## config.mk

```make
export PLATFORM = sky130hd
export DESIGN_NAME = epoch_seconds_to_utc_calendar
export DESIGN_NICKNAME = d
export VERILOG_FILES = /design/src/rtl/e2utc_pkg.sv /design/src/rtl/epoch_seconds_to_utc_calendar.sv
export SDC_FILE = /design/constraint.sdc
export NUM_CORES = 2
export LEC_CHECK = 0
export BUFFER_PORTS_ARGS = -buffer_cell sky130_fd_sc_hd__buf_2
export CAP_MARGIN = 20
export CELL_PAD_IN_SITES_DETAIL_PLACEMENT = 1
export CELL_PAD_IN_SITES_GLOBAL_PLACEMENT = 2
export CORE_MARGIN = 4
export CORE_UTILIZATION = 44
export CTS_CLUSTER_DIAMETER = 100
export DETAILED_ROUTE_END_ITERATION = 7
export PLACE_DENSITY_LB_ADDON = 0.05
export SLEW_MARGIN = 20
export SYNTH_ARGS = -nofsm -noshare
export SYNTH_HDL_FRONTEND = slang
export SYNTH_SLANG_ARGS = --single-unit
```

## constraint.sdc

```tcl
create_clock -name clk_i -period 12.9 [get_ports clk_i]
set_clock_uncertainty 0.1 [all_clocks]
set_input_delay 1.29 -clock clk_i [delete_from_list [all_inputs] [get_ports clk_i]]
set_output_delay 1.29 -clock clk_i [all_outputs]
set_load 0.005 [all_outputs]
```

## src/rtl/e2utc_pkg.sv

```systemverilog
// ----------------------------------------------------------------------------
// e2utc_pkg: constants and tables for the epoch-to-UTC calendar converter
// Reciprocal multipliers for the constant divisions, the shifted day epoch,
// the 400-year era bounds and the month start table of the March-based year.
// ----------------------------------------------------------------------------
package e2utc_pkg;

  // Number of register stages from the accepted beat to the result strobe.
  localparam int unsigned LATENCY = 7;

  // Reciprocal for (seconds >> 7) / 675, i.e. seconds / 86400, exact below 2^25.
  localparam logic [25:0] DAY_RECIP     = 26'd50903317;
  localparam int unsigned DAY_RECIP_SH  = 35;
  localparam logic [9:0]  DAY_SECS_HI   = 10'd675;

  // Day count is shifted so that day zero is 0000-03-01.
  localparam logic [19:0] EPOCH_SHIFT   = 20'd719468;
  // Start of era 4 (year 1600) and era 5 (year 2000) in shifted days.
  localparam logic [19:0] ERA4_BASE     = 20'd584388;
  localparam logic [19:0] ERA5_BASE     = 20'd730485;

  // Day-of-era breakpoints where the century correction steps.
  localparam logic [17:0] CENT1_DAYS    = 18'd36524;
  localparam logic [17:0] CENT2_DAYS    = 18'd73048;
  localparam logic [17:0] CENT3_DAYS    = 18'd109572;
  localparam logic [17:0] ERA_LAST_DAY  = 18'd146096;

  // Reciprocals for small constant divisions.
  localparam logic [16:0] W7_RECIP      = 17'd74899;   // x / 7,   x < 2^16
  localparam logic [16:0] Q1460_RECIP   = 17'd91930;   // x / 365, x < 2^16
  localparam logic [15:0] M60_RECIP     = 16'd34953;   // x / 15,  x < 2^15
  localparam logic [9:0]  H60_RECIP     = 10'd547;     // x / 15,  x < 2^9
  localparam logic [18:0] Y365_RECIP    = 19'd367720;  // x / 365, x < 2^18
  localparam logic [11:0] MP153_RECIP   = 12'd3427;    // x / 153, x < 2^11

  // March-based month index of January, and day offsets around the year turn.
  localparam logic [3:0]  MP_JANUARY    = 4'd10;
  localparam logic [8:0]  JAN1_DOY      = 9'd306;
  localparam logic [8:0]  MAR1_YDAY     = 9'd59;

  // First day of each March-based month, counted from March 1.
  function automatic logic [8:0] month_start(input logic [3:0] mp);
    logic [8:0] start;
    begin
      unique case (mp)
        4'd0:    start = 9'd0;
        4'd1:    start = 9'd31;
        4'd2:    start = 9'd61;
        4'd3:    start = 9'd92;
        4'd4:    start = 9'd122;
        4'd5:    start = 9'd153;
        4'd6:    start = 9'd184;
        4'd7:    start = 9'd214;
        4'd8:    start = 9'd245;
        4'd9:    start = 9'd275;
        4'd10:   start = 9'd306;
        4'd11:   start = 9'd337;
        default: start = 9'd0;
      endcase
      return start;
    end
  endfunction

endpackage

```

## src/rtl/epoch_seconds_to_utc_calendar.sv

```systemverilog
// ----------------------------------------------------------------------------
// epoch_seconds_to_utc_calendar: Unix seconds to broken-down UTC time
// Seven-stage pipeline that splits a 32-bit second count into time of day,
// Gregorian date, weekday and day of year.
// ----------------------------------------------------------------------------
// A beat is taken on every clock edge where start_i is high and busy_o is low.
// busy_o is high only while the block comes out of reset and stays low from
// then on, so one timestamp can enter every cycle. Each result leaves in order,
// as a one-cycle valid_o strobe; the pipeline follows the chain of reciprocal
// multiplications (days, day of era, year of era, month), each of which takes
// its own stage. There is no back pressure on the result side: valid_o fires
// whether or not anyone listens.
module epoch_seconds_to_utc_calendar (
  input  logic        clk_i,
  input  logic        rst_ni,
  input  logic        start_i,
  input  logic [31:0] epoch_seconds_i,
  output logic        busy_o,
  output logic        valid_o,
  output logic [5:0]  second_o,
  output logic [5:0]  minute_o,
  output logic [4:0]  hour_o,
  output logic [4:0]  day_of_month_o,
  output logic [3:0]  month_index_o,
  output logic [7:0]  years_since_1900_o,
  output logic [2:0]  weekday_o,
  output logic [8:0]  day_of_year_o
);

  logic                                 accept;
  logic                                 busy_q;
  logic [e2utc_pkg::LATENCY-1:0]        valid_q;

  // Stage A: whole days.
  logic [50:0] a_prod;
  logic [15:0] days_a_d, days_a_q;
  logic [31:0] secs_a_q;

  // Stage B: seconds of day, day of era, weekday quotient.
  logic [24:0] b_days675;
  logic [9:0]  b_rem_hi;
  logic [19:0] b_shifted;
  logic        b_era5;
  logic [15:0] b_w;
  logic [32:0] b_wprod;
  logic [16:0] rem_b_d, rem_b_q;
  logic [17:0] doe_b_d, doe_b_q;
  logic        era5_b_q;
  logic [15:0] w_b_q;
  logic [12:0] q7_b_d, q7_b_q;

  // Stage C: corrected day of era, minutes of day, weekday.
  logic [32:0] c_prod;
  logic [7:0]  c_quad;
  logic [2:0]  c_cent;
  logic        c_last;
  logic [30:0] c_mprod;
  logic [15:0] c_wfull;
  logic [17:0] x_c_d, x_c_q;
  logic [17:0] doe_c_q;
  logic        era5_c_q;
  logic [16:0] rem_c_q;
  logic [10:0] mod_c_d, mod_c_q;
  logic [2:0]  wday_c_q;

  // Stage D: year of era, second, hour.
  logic [36:0] d_yprod;
  logic [16:0] d_sfull;
  logic [18:0] d_hprod;
  logic [8:0]  yoe_d_d, yoe_d_q;
  logic [17:0] doe_d_q;
  logic        era5_d_q;
  logic [10:0] mod_d_q;
  logic [4:0]  hour_d_d, hour_d_q;
  logic [5:0]  sec_d_d, sec_d_q;
  logic [2:0]  wday_d_q;

  // Stage E: day of March-based year, leap flag, minute.
  logic [1:0]  e_cent;
  logic [17:0] e_ydays;
  logic [17:0] e_doy_full;
  logic [10:0] e_mfull;
  logic [8:0]  doy_e_d, doy_e_q;
  logic [8:0]  yoe_e_q;
  logic        era5_e_q;
  logic        leap_e_d, leap_e_q;
  logic [4:0]  hour_e_q;
  logic [5:0]  sec_e_q;
  logic [5:0]  min_e_d, min_e_q;
  logic [2:0]  wday_e_q;

  // Stage F: March-based month.
  logic [10:0] f_mpin;
  logic [22:0] f_prod;
  logic [3:0]  mp_f_d, mp_f_q;
  logic [8:0]  doy_f_q;
  logic [8:0]  yoe_f_q;
  logic        era5_f_q;
  logic        leap_f_q;
  logic [4:0]  hour_f_q;
  logic [5:0]  sec_f_q;
  logic [5:0]  min_f_q;
  logic [2:0]  wday_f_q;

  // Stage G: output registers.
  logic        g_jan_feb;
  logic [8:0]  g_day_full;
  logic [10:0] g_year_full;
  logic [4:0]  day_g_d, day_g_q;
  logic [3:0]  month_g_d, month_g_q;
  logic [7:0]  year_g_d, year_g_q;
  logic [8:0]  yday_g_d, yday_g_q;
  logic [5:0]  sec_g_q;
  logic [5:0]  min_g_q;
  logic [4:0]  hour_g_q;
  logic [2:0]  wday_g_q;

  assign accept = start_i & ~busy_q;

  // Control: busy comes down in the cycle after reset, valid bits follow beats.
  always_ff @(posedge clk_i or negedge rst_ni) begin
    if (!rst_ni) begin
      busy_q  <= 1'b1;
      valid_q <= '0;
    end else begin
      busy_q  <= 1'b0;
      valid_q <= {valid_q[e2utc_pkg::LATENCY-2:0], accept};
    end
  end

  // Stage A: days = seconds / 86400 through a reciprocal of 675 on seconds >> 7.
  always_comb begin
    a_prod   = 51'(epoch_seconds_i[31:7]) * 51'(e2utc_pkg::DAY_RECIP);
    days_a_d = a_prod[e2utc_pkg::DAY_RECIP_SH +: 16];
  end

  // Stage B: remainder of the day, era selection and weekday quotient.
  always_comb begin
    b_days675 = 25'(days_a_q) * 25'(e2utc_pkg::DAY_SECS_HI);
    b_rem_hi  = 10'(secs_a_q[31:7] - b_days675);
    rem_b_d   = {b_rem_hi, secs_a_q[6:0]};
    b_shifted = 20'(days_a_q) + e2utc_pkg::EPOCH_SHIFT;
    b_era5    = (b_shifted >= e2utc_pkg::ERA5_BASE);
    doe_b_d   = b_era5 ? 18'(b_shifted - e2utc_pkg::ERA5_BASE)
                       : 18'(b_shifted - e2utc_pkg::ERA4_BASE);
    // 1970-01-01 was a Thursday, so the weekday is (days + 4) mod 7.
    b_w       = days_a_q + 16'd4;
    b_wprod   = 33'(b_w) * 33'(e2utc_pkg::W7_RECIP);
    q7_b_d    = b_wprod[31:19];
  end

  // Stage C: leap-day corrections inside the era, minutes of day, weekday.
  always_comb begin
    c_prod  = 33'(doe_b_q[17:2]) * 33'(e2utc_pkg::Q1460_RECIP);
    c_quad  = c_prod[32:25];
    c_cent  = 3'(doe_b_q >= e2utc_pkg::CENT1_DAYS) + 3'(doe_b_q >= e2utc_pkg::CENT2_DAYS)
            + 3'(doe_b_q >= e2utc_pkg::CENT3_DAYS) + 3'(doe_b_q >= e2utc_pkg::ERA_LAST_DAY);
    c_last  = (doe_b_q == e2utc_pkg::ERA_LAST_DAY);
    x_c_d   = doe_b_q - 18'(c_quad) + 18'(c_cent) - 18'(c_last);
    c_mprod = 31'(rem_b_q[16:2]) * 31'(e2utc_pkg::M60_RECIP);
    mod_c_d = c_mprod[29:19];
    c_wfull = w_b_q - (16'(q7_b_q) * 16'd7);
  end

  // Stage D: year of era, second and hour.
  always_comb begin
    d_yprod  = 37'(x_c_q) * 37'(e2utc_pkg::Y365_RECIP);
    yoe_d_d  = d_yprod[35:27];
    d_sfull  = rem_c_q - (17'(mod_c_q) * 17'd60);
    sec_d_d  = d_sfull[5:0];
    d_hprod  = 19'(mod_c_q[10:2]) * 19'(e2utc_pkg::H60_RECIP);
    hour_d_d = d_hprod[17:13];
  end

  // Stage E: day of the March-based year, leap flag of that year, minute.
  always_comb begin
    e_cent     = 2'(yoe_d_q >= 9'd100) + 2'(yoe_d_q >= 9'd200) + 2'(yoe_d_q >= 9'd300);
    e_ydays    = 18'(yoe_d_q) * 18'd365 + 18'(yoe_d_q[8:2]) - 18'(e_cent);
    e_doy_full = doe_d_q - e_ydays;
    doy_e_d    = e_doy_full[8:0];
    // Eras start on a multiple of 400 years, so the year of era decides leap.
    leap_e_d   = (yoe_d_q[1:0] == 2'd0) && (yoe_d_q != 9'd100) &&
                 (yoe_d_q != 9'd200) && (yoe_d_q != 9'd300);
    e_mfull    = mod_d_q - (11'(hour_d_q) * 11'd60);
    min_e_d    = e_mfull[5:0];
  end

  // Stage F: March-based month = (5 * doy + 2) / 153.
  always_comb begin
    f_mpin = 11'(doy_e_q) * 11'd5 + 11'd2;
    f_prod = 23'(f_mpin) * 23'(e2utc_pkg::MP153_RECIP);
    mp_f_d = f_prod[22:19];
  end

  // Stage G: calendar fields; January and February belong to the next year.
  always_comb begin
    g_jan_feb   = (mp_f_q >= e2utc_pkg::MP_JANUARY);
    g_day_full  = doy_f_q - e2utc_pkg::month_start(mp_f_q) + 9'd1;
    day_g_d     = g_day_full[4:0];
    month_g_d   = g_jan_feb ? (mp_f_q - e2utc_pkg::MP_JANUARY) : (mp_f_q + 4'd2);
    g_year_full = 11'(yoe_f_q) + (era5_f_q ? 11'd400 : 11'd0) + 11'(g_jan_feb) - 11'd300;
    year_g_d    = g_year_full[7:0];
    yday_g_d    = g_jan_feb ? (doy_f_q - e2utc_pkg::JAN1_DOY)
                            : (doy_f_q + e2utc_pkg::MAR1_YDAY + 9'(leap_f_q));
  end

  // Payload registers of all stages; they move every cycle.
  always_ff @(posedge clk_i) begin
    days_a_q  <= days_a_d;
    secs_a_q  <= epoch_seconds_i;

    rem_b_q   <= rem_b_d;
    doe_b_q   <= doe_b_d;
    era5_b_q  <= b_era5;
    w_b_q     <= b_w;
    q7_b_q    <= q7_b_d;

    x_c_q     <= x_c_d;
    doe_c_q   <= doe_b_q;
    era5_c_q  <= era5_b_q;
    rem_c_q   <= rem_b_q;
    mod_c_q   <= mod_c_d;
    wday_c_q  <= c_wfull[2:0];

    yoe_d_q   <= yoe_d_d;
    doe_d_q   <= doe_c_q;
    era5_d_q  <= era5_c_q;
    mod_d_q   <= mod_c_q;
    hour_d_q  <= hour_d_d;
    sec_d_q   <= sec_d_d;
    wday_d_q  <= wday_c_q;

    doy_e_q   <= doy_e_d;
    yoe_e_q   <= yoe_d_q;
    era5_e_q  <= era5_d_q;
    leap_e_q  <= leap_e_d;
    hour_e_q  <= hour_d_q;
    sec_e_q   <= sec_d_q;
    min_e_q   <= min_e_d;
    wday_e_q  <= wday_d_q;

    mp_f_q    <= mp_f_d;
    doy_f_q   <= doy_e_q;
    yoe_f_q   <= yoe_e_q;
    era5_f_q  <= era5_e_q;
    leap_f_q  <= leap_e_q;
    hour_f_q  <= hour_e_q;
    sec_f_q   <= sec_e_q;
    min_f_q   <= min_e_q;
    wday_f_q  <= wday_e_q;

    day_g_q   <= day_g_d;
    month_g_q <= month_g_d;
    year_g_q  <= year_g_d;
    yday_g_q  <= yday_g_d;
    sec_g_q   <= sec_f_q;
    min_g_q   <= min_f_q;
    hour_g_q  <= hour_f_q;
    wday_g_q  <= wday_f_q;
  end

  // Outputs.
  assign busy_o             = busy_q;
  assign valid_o            = valid_q[e2utc_pkg::LATENCY-1];
  assign second_o           = sec_g_q;
  assign minute_o           = min_g_q;
  assign hour_o             = hour_g_q;
  assign day_of_month_o     = day_g_q;
  assign month_index_o      = month_g_q;
  assign years_since_1900_o = year_g_q;
  assign weekday_o          = wday_g_q;
  assign day_of_year_o      = yday_g_q;

`ifndef NO_ASSERTIONS
  // Every accepted beat produces its strobe once it has passed all pipeline stages.
  a_latency : assert property (@(posedge clk_i) disable iff (!rst_ni)
    accept |-> ##7 valid_o)
    else $error("accepted beat did not produce a result after seven cycles");

  // No strobe appears without a matching accepted beat.
  a_no_spurious : assert property (@(posedge clk_i) disable iff (!rst_ni)
    valid_o |-> $past(accept, 7))
    else $error("result strobe without a matching beat");

  // Time-of-day fields stay in range.
  a_time_range : assert property (@(posedge clk_i) disable iff (!rst_ni)
    valid_o |-> (second_o < 6'd60) && (minute_o < 6'd60) && (hour_o < 5'd24))
    else $error("time of day out of range");

  // Date fields stay in range.
  a_date_range : assert property (@(posedge clk_i) disable iff (!rst_ni)
    valid_o |-> (day_of_month_o != 5'd0) && (month_index_o < 4'd12) &&
                (weekday_o < 3'd7) && (day_of_year_o < 9'd366))
    else $error("calendar date out of range");

  // In January the day of year follows the day of month directly.
  a_january : assert property (@(posedge clk_i) disable iff (!rst_ni)
    valid_o && (month_index_o == 4'd0) |-> day_of_year_o == 9'(day_of_month_o) - 9'd1)
    else $error("January day of year disagrees with day of month");
`endif

endmodule
```

### After elaboration in Yosys (flattened, before gate mapping)

Memories as Yosys holds them, arrays and structs flattened. A register that Yosys moved wholly into a read port is not among the register bits.
Cells that the tools add are included.

* bitwise logic cells: 2
* magnitude comparators: 9
* $mul: 13
* reduce and logical (&&, ||, !) cells: 4
* eq/ne operators: 4
* mux-type cells: 4
* add/sub/neg operators: 30

Operators with widths (count)
* multiplier 25 x 26 -> 51 bit (second input constant): 1
* greater-or-equal comparator 18 x 17 -> 1 bit (second input constant): 2
* multiplier 18 x 16 -> 33 bit (second input constant): 1
* multiplier 16 x 16 -> 32 bit (second input constant): 1
* multiplier 16 x 17 -> 32 bit (second input constant): 1
* multiplier 15 x 16 -> 30 bit (second input constant): 1
* multiplier 11 x 12 -> 23 bit (second input constant): 1
* adder 16 x 20 -> 20 bit (second input constant): 1
* greater-or-equal comparator 20 bit (second input constant): 1
* adder 18 x 3 -> 18 bit: 1
* equality test 18 bit (second input constant): 1
* greater-or-equal comparator 18 x 16 -> 1 bit (second input constant): 1
* greater-or-equal comparator 18 bit (second input constant): 1
* multiplier 9 x 10 -> 18 bit (second input constant): 1
* two-way mux 18 bit: 1
* subtractor 18 x 1 -> 18 bit: 1
* subtractor 18 x 16 -> 18 bit (second input constant): 1
* subtractor 18 bit (second input constant): 1
* subtractor 18 x 8 -> 18 bit: 1
* adder 16 x 3 -> 16 bit (second input constant): 1
* multiplier 16 x 10 -> 10 bit (second input constant): 1
* multiplier 13 x 3 -> 3 bit (second input constant): 1
* subtractor 6 bit: 2
* adder 11 x 2 -> 11 bit (second input constant): 1
* other kinds (37): 40

* memories: 1
* logic and storage cells: 114
* bits in read-only memories: 144
* input bits: 35
* output and inout port bits: 48
* flip-flop bits (word level): 308

Memories
* (name not given): depth 16, bits a word 9, rd ports 1, clocked after Yosys merged registers in 1, write ports 0, RTL line e2utc_pkg.sv:45 `unique case (mp)`

### Longest topological paths before layout

* word-level depth: 6
* depth in mapped cells: 37
* gate-level depth less buffers: 37

### Least setup slack after synthesis

No wires, ideal clock.

* path type: register -> register
* start: reg doe_b_q[7]
* end: reg x_c_q[14]
* path buffers: 0
* library setup time: 116 ps
* setup slack: 3689 ps
* period minus slack after synthesis: 9211 ps
* cell stages (with the launch flop): 38
* data arrival time: 8995 ps
* data required time: 12684 ps
* cell sequence: dfxtp_1 -> inv_1 -> fa_1 -> inv_1 -> ha_1 -> fa_1 -> inv_1 -> fa_1 -> inv_1 -> fa_1 -> inv_1 -> fa_1 -> inv_1 -> ha_1 -> and3_1 -> a221o_1 -> a221oi_1 -> o21ai_0 -> [... 2 more ...] -> a31oi_1 -> o21bai_1 -> xnor2_1 -> fa_1 -> inv_1 -> fa_1 -> inv_1 -> fa_1 -> fa_1 -> a21o_1 -> a21oi_1 -> o21ai_0 -> a21oi_1 -> o21bai_1 -> a2111o_1 -> a31oi_1 -> o21ai_0 -> and3_1

* longest elaborated chain between the ends: 6

RTL lines
* from (decl): RTL line epoch_seconds_to_utc_calendar.sv:47 `logic [17:0] doe_b_d, doe_b_q;`
* from (signal assigned): RTL line epoch_seconds_to_utc_calendar.sv:213 `doe_b_q <= doe_b_d;`
* branches (longest 5 deep; another with multiplier 16 x 16 -> 32 bit)
* subtractor 18 x 1 -> 18 bit (*): RTL line epoch_seconds_to_utc_calendar.sv:159 `x_c_d = doe_b_q - 18'(c_quad) + 18'(c_cent) - 18'(c_last);`
* via x_c_d[14]: RTL line epoch_seconds_to_utc_calendar.sv:59 `logic [17:0] x_c_d, x_c_q;`
* to (signal assigned): RTL line epoch_seconds_to_utc_calendar.sv:218 `x_c_q <= x_c_d;`
* to (decl): RTL line epoch_seconds_to_utc_calendar.sv:59

Mark *: on every way through the listed nets, which the timed path passes.

### Final worst setup path

* start: reg doe_b_q[5]
* end: reg x_c_q[14]

The elaborated chain is that of the path after synthesis.

==> flow_metrics.tcl <==
set metrics [dict create \
    slew_headroom_pct 40.97 \
    drtIter0Drc 741 \
    wl_per_cell_um 17.97 \
    grt_pass1_wl_um 152200 \
    grt_use_total_pct 20.08 \
    finalMaxSlewViolations 0 \
    hpwl_um 78660 \
    fillCellCount 9699 \
    ctsRootBufferMaster "clkbuf_16" \
    syn_area_um2 39070 \
    postCtsHoldBufs 0 \
    clk_path_buf_depth 3 \
    crit_path_frequent_cell "fa_1" \
    fp.dieH_um 306.0 \
    max_cap_viol_count 0 \
    fmax_mhz 94.08 \
    grt_overflow_total 0 \
    start_util_pct 44.27 \
    clk_pin_slew_ns 0.06 \
    clk_latency_ns 0.56 \
    synth_cell_types 81 \
    rsz0062_at_grt "no" \
    final_nets 5434 \
    routed_wl_um 90560 \
    worst_pin_slew_ns 0.8842 \
    yosys_warnings 0 \
    tritoncts "yes" \
    setup_viol 0 \
    dr.pass1.iters 5 \
    path_class "register to register" \
    grt_max_degree 16 \
    final_layout_size_suffix_gt1_share_pct 4.644 \
    syn_inst 3729 \
    reg2reg_depth 37 \
    fin_crit_ns 10.63 \
    ant_nets 0 \
    synthToLayoutAreaGrowth_pct 8.231 \
    syn-num-nets 5316 \
    startpoint "doe_b_q[5]" \
    outcome "completed" \
    whs_path_depth 0 \
    r2r_slack_ns 2.27 \
    tns_ns 0 \
    rr_startpoint "doe_b_q[5]" \
    worstPathRequired_ns 13.25 \
    hold_class "register to register" \
    routed_via_density 4.936 \
    hold_viol 0 \
    cts_setup_buffers 0 \
    async_flop_share_pct 2.640 \
    cts.sink_count 303 \
    crit_slowest_cell "dfxtp_1" \
    ys_top_cells_by_area "ha_1 (33%), fa_1 (27%), dfxtp_1 (15%), inv_1 (9.3%), xnor2_1 (3.2%)" \
    synth_edf_count 0 \
    endpoint "x_c_q[14]" \
    seq_area_um2 6107 \
    die_w_um 306.0 \
    post_cts_resized 0 \
    post-synth-top-area-cell "ha_1" \
    synth.most_common_cell "ha_1" \
    period_share_pct 82.40 \
    vias 24880 \
    numCtsBuffers 37 \
    ioPinCount 83 \
    seq_area_frac_synth_pct 15.63 \
    antenna_cells 0 \
    num_rows 109 \
    dominantRegCellSynth "dfxtp_1" \
    die-area_um2 93620 \
    h-tree-depth 2 \
    syn_avg_cell_area_um2 10.48 \
    post-synth-top-area-fraction_pct 32.86 \
    cp_max_fo 12 \
    grt_pass1_vias 29000 \
    end_kind "register" \
    drcViolationCount 0 \
    gp_routability_congestion 0.8512 \
    synthTopCellsByCount "ha_1 (1026), inv_1 (965), fa_1 (526)" \
    ys_seq_elements 303 \
    antenna_found_initial 1 \
    r2r_end "x_c_q[14]" \
    crit_arrival_ns 10.98 \
    multiInputGateArea_um2 29270 \
    worst_path_largest_cell_delay_ns 0.74 \
    coreArea_um2 88240 \
    io_buffers 82 \
    crit_path_start_kind "register" \
]
==> stage by stage <==
step	instance area [um^2]	hold WS (ns)	utilization, %	instances	setup WS, ns
3_5_place_dp	40930	0.2132	46.39	4973	2.316
5_1_grt	42280	0.2290	47.92	5041	1.712
2_1_floorplan	39070	0.2096	-	3729	3.689
3_3_place_gp	40930	0.2098	46.39	4973	2.528
4_1_cts	42280	0.2182	47.92	5041	2.257
6_report	42280	0.2223	47.92	5041	2.271
==> registers in the layout, summed over array words and instances, names as in the netlist, 9 cells and up, named ones only <==
name           flops
day_of_year_o      9
days_a_q          16
doe_b_q           18
doe_c_q            9
doe_d_q            9
doy_e_q            9
doy_f_q            9
mod_c_q           11
rem_b_q           17
secs_a_q          17
x_c_q             18
yoe_d_q            9
==> worst min path at each step <==
stage / startpoint / end / slack, ns
CTS: wday_c_q[2] / wday_d_q[2] / 0.22
global route: secs_a_q[6] / rem_b_q[6] / 0.23
global placement: hour_d_q[4] / hour_e_q[4] / 0.21
finish: hour_e_q[2] / hour_f_q[2] / 0.22
floorplan: doe_c_q[0] / doe_d_q[0] / 0.21
detailed placement: hour_f_q[0] / hour_o[0] / 0.21
==> cell families (layout without fill, tap and decap cells) <==
| group | after synthesis | count (layout) | share of synthesized area [%] |
|---|---|---|---|
| simple gates | 318 | 318 | 4.154 |
| mux | 10 | 10 | 0.2658 |
| fa+ha+maj | 1552 | 1552 | 59.81 |
| other cells | 1 | 1 | 0.009599 |
| compound gates | 372 | 372 | 6.284 |
| flops | 303 | 303 | 15.63 |
| xor+xnor | 196 | 196 | 4.394 |
| buf+inv | 977 | 1124 | 9.448 |
==> routing by layer <==
metal | GRT usage (%) | vias to the layer above | share of wire (%)
li1 | - | 12110 | -
met1 | 27.52 | 12510 | 48
met2 | 35.42 | 192 | 49
met3 | 1.464 | 74 | 1.8
met4 | 3.401 | 0 | 1.4
met5 | 0 | - | 0
==> critical path: cells and delay by family (launching register included) <==
family                     cells  cell delay, ns
adders and majority gates     11            5.10
AOI/OAI and AO/OA             15            3.25
DFF                            1            0.74
buffers and inverters          8            0.69
and+or+nand+nor                2            0.36
xor gates and xnor gates       1            0.23
==> placed cells by master (no fill, tap or decap), types with 5 or more instances in the layout <==
cell type,n
a211o_1,6
a211oi_1,8
a21o_1,60
a21oi_1,119
a31oi_1,15
and3_1,18
buf_2,82
buf_4,8
bufinv_16,5
clkbuf_16,38
clkbuf_8,6
dfrtp_1,7
dfxtp_1,295
fa_1,526
ha_1,1026
inv_1,965
mux2i_1,7
nand2_1,69
nand2b_1,15
nand3_1,31
nand4_1,25
nor2_1,72
nor2b_1,13
nor3_1,31
o211ai_1,11
o21a_1,20
o21ai_0,56
o21ai_1,6
o21bai_1,17
or2_2,8
xnor2_1,142
xor2_1,54
==> final cells by class <==
type                    count  area share (%)
clock buffers              48           2.480
clock inverters            20          0.7131
inverters                 966           8.581
multi-input cells        2449           69.22
flip-flops and latches    303           14.44
well taps                1165           3.447
repair buffers             90           1.113
Power is left out: the tool's default activity adds up to more than one toggle a clock period on the data nets, which glitch-free logic cannot reach.
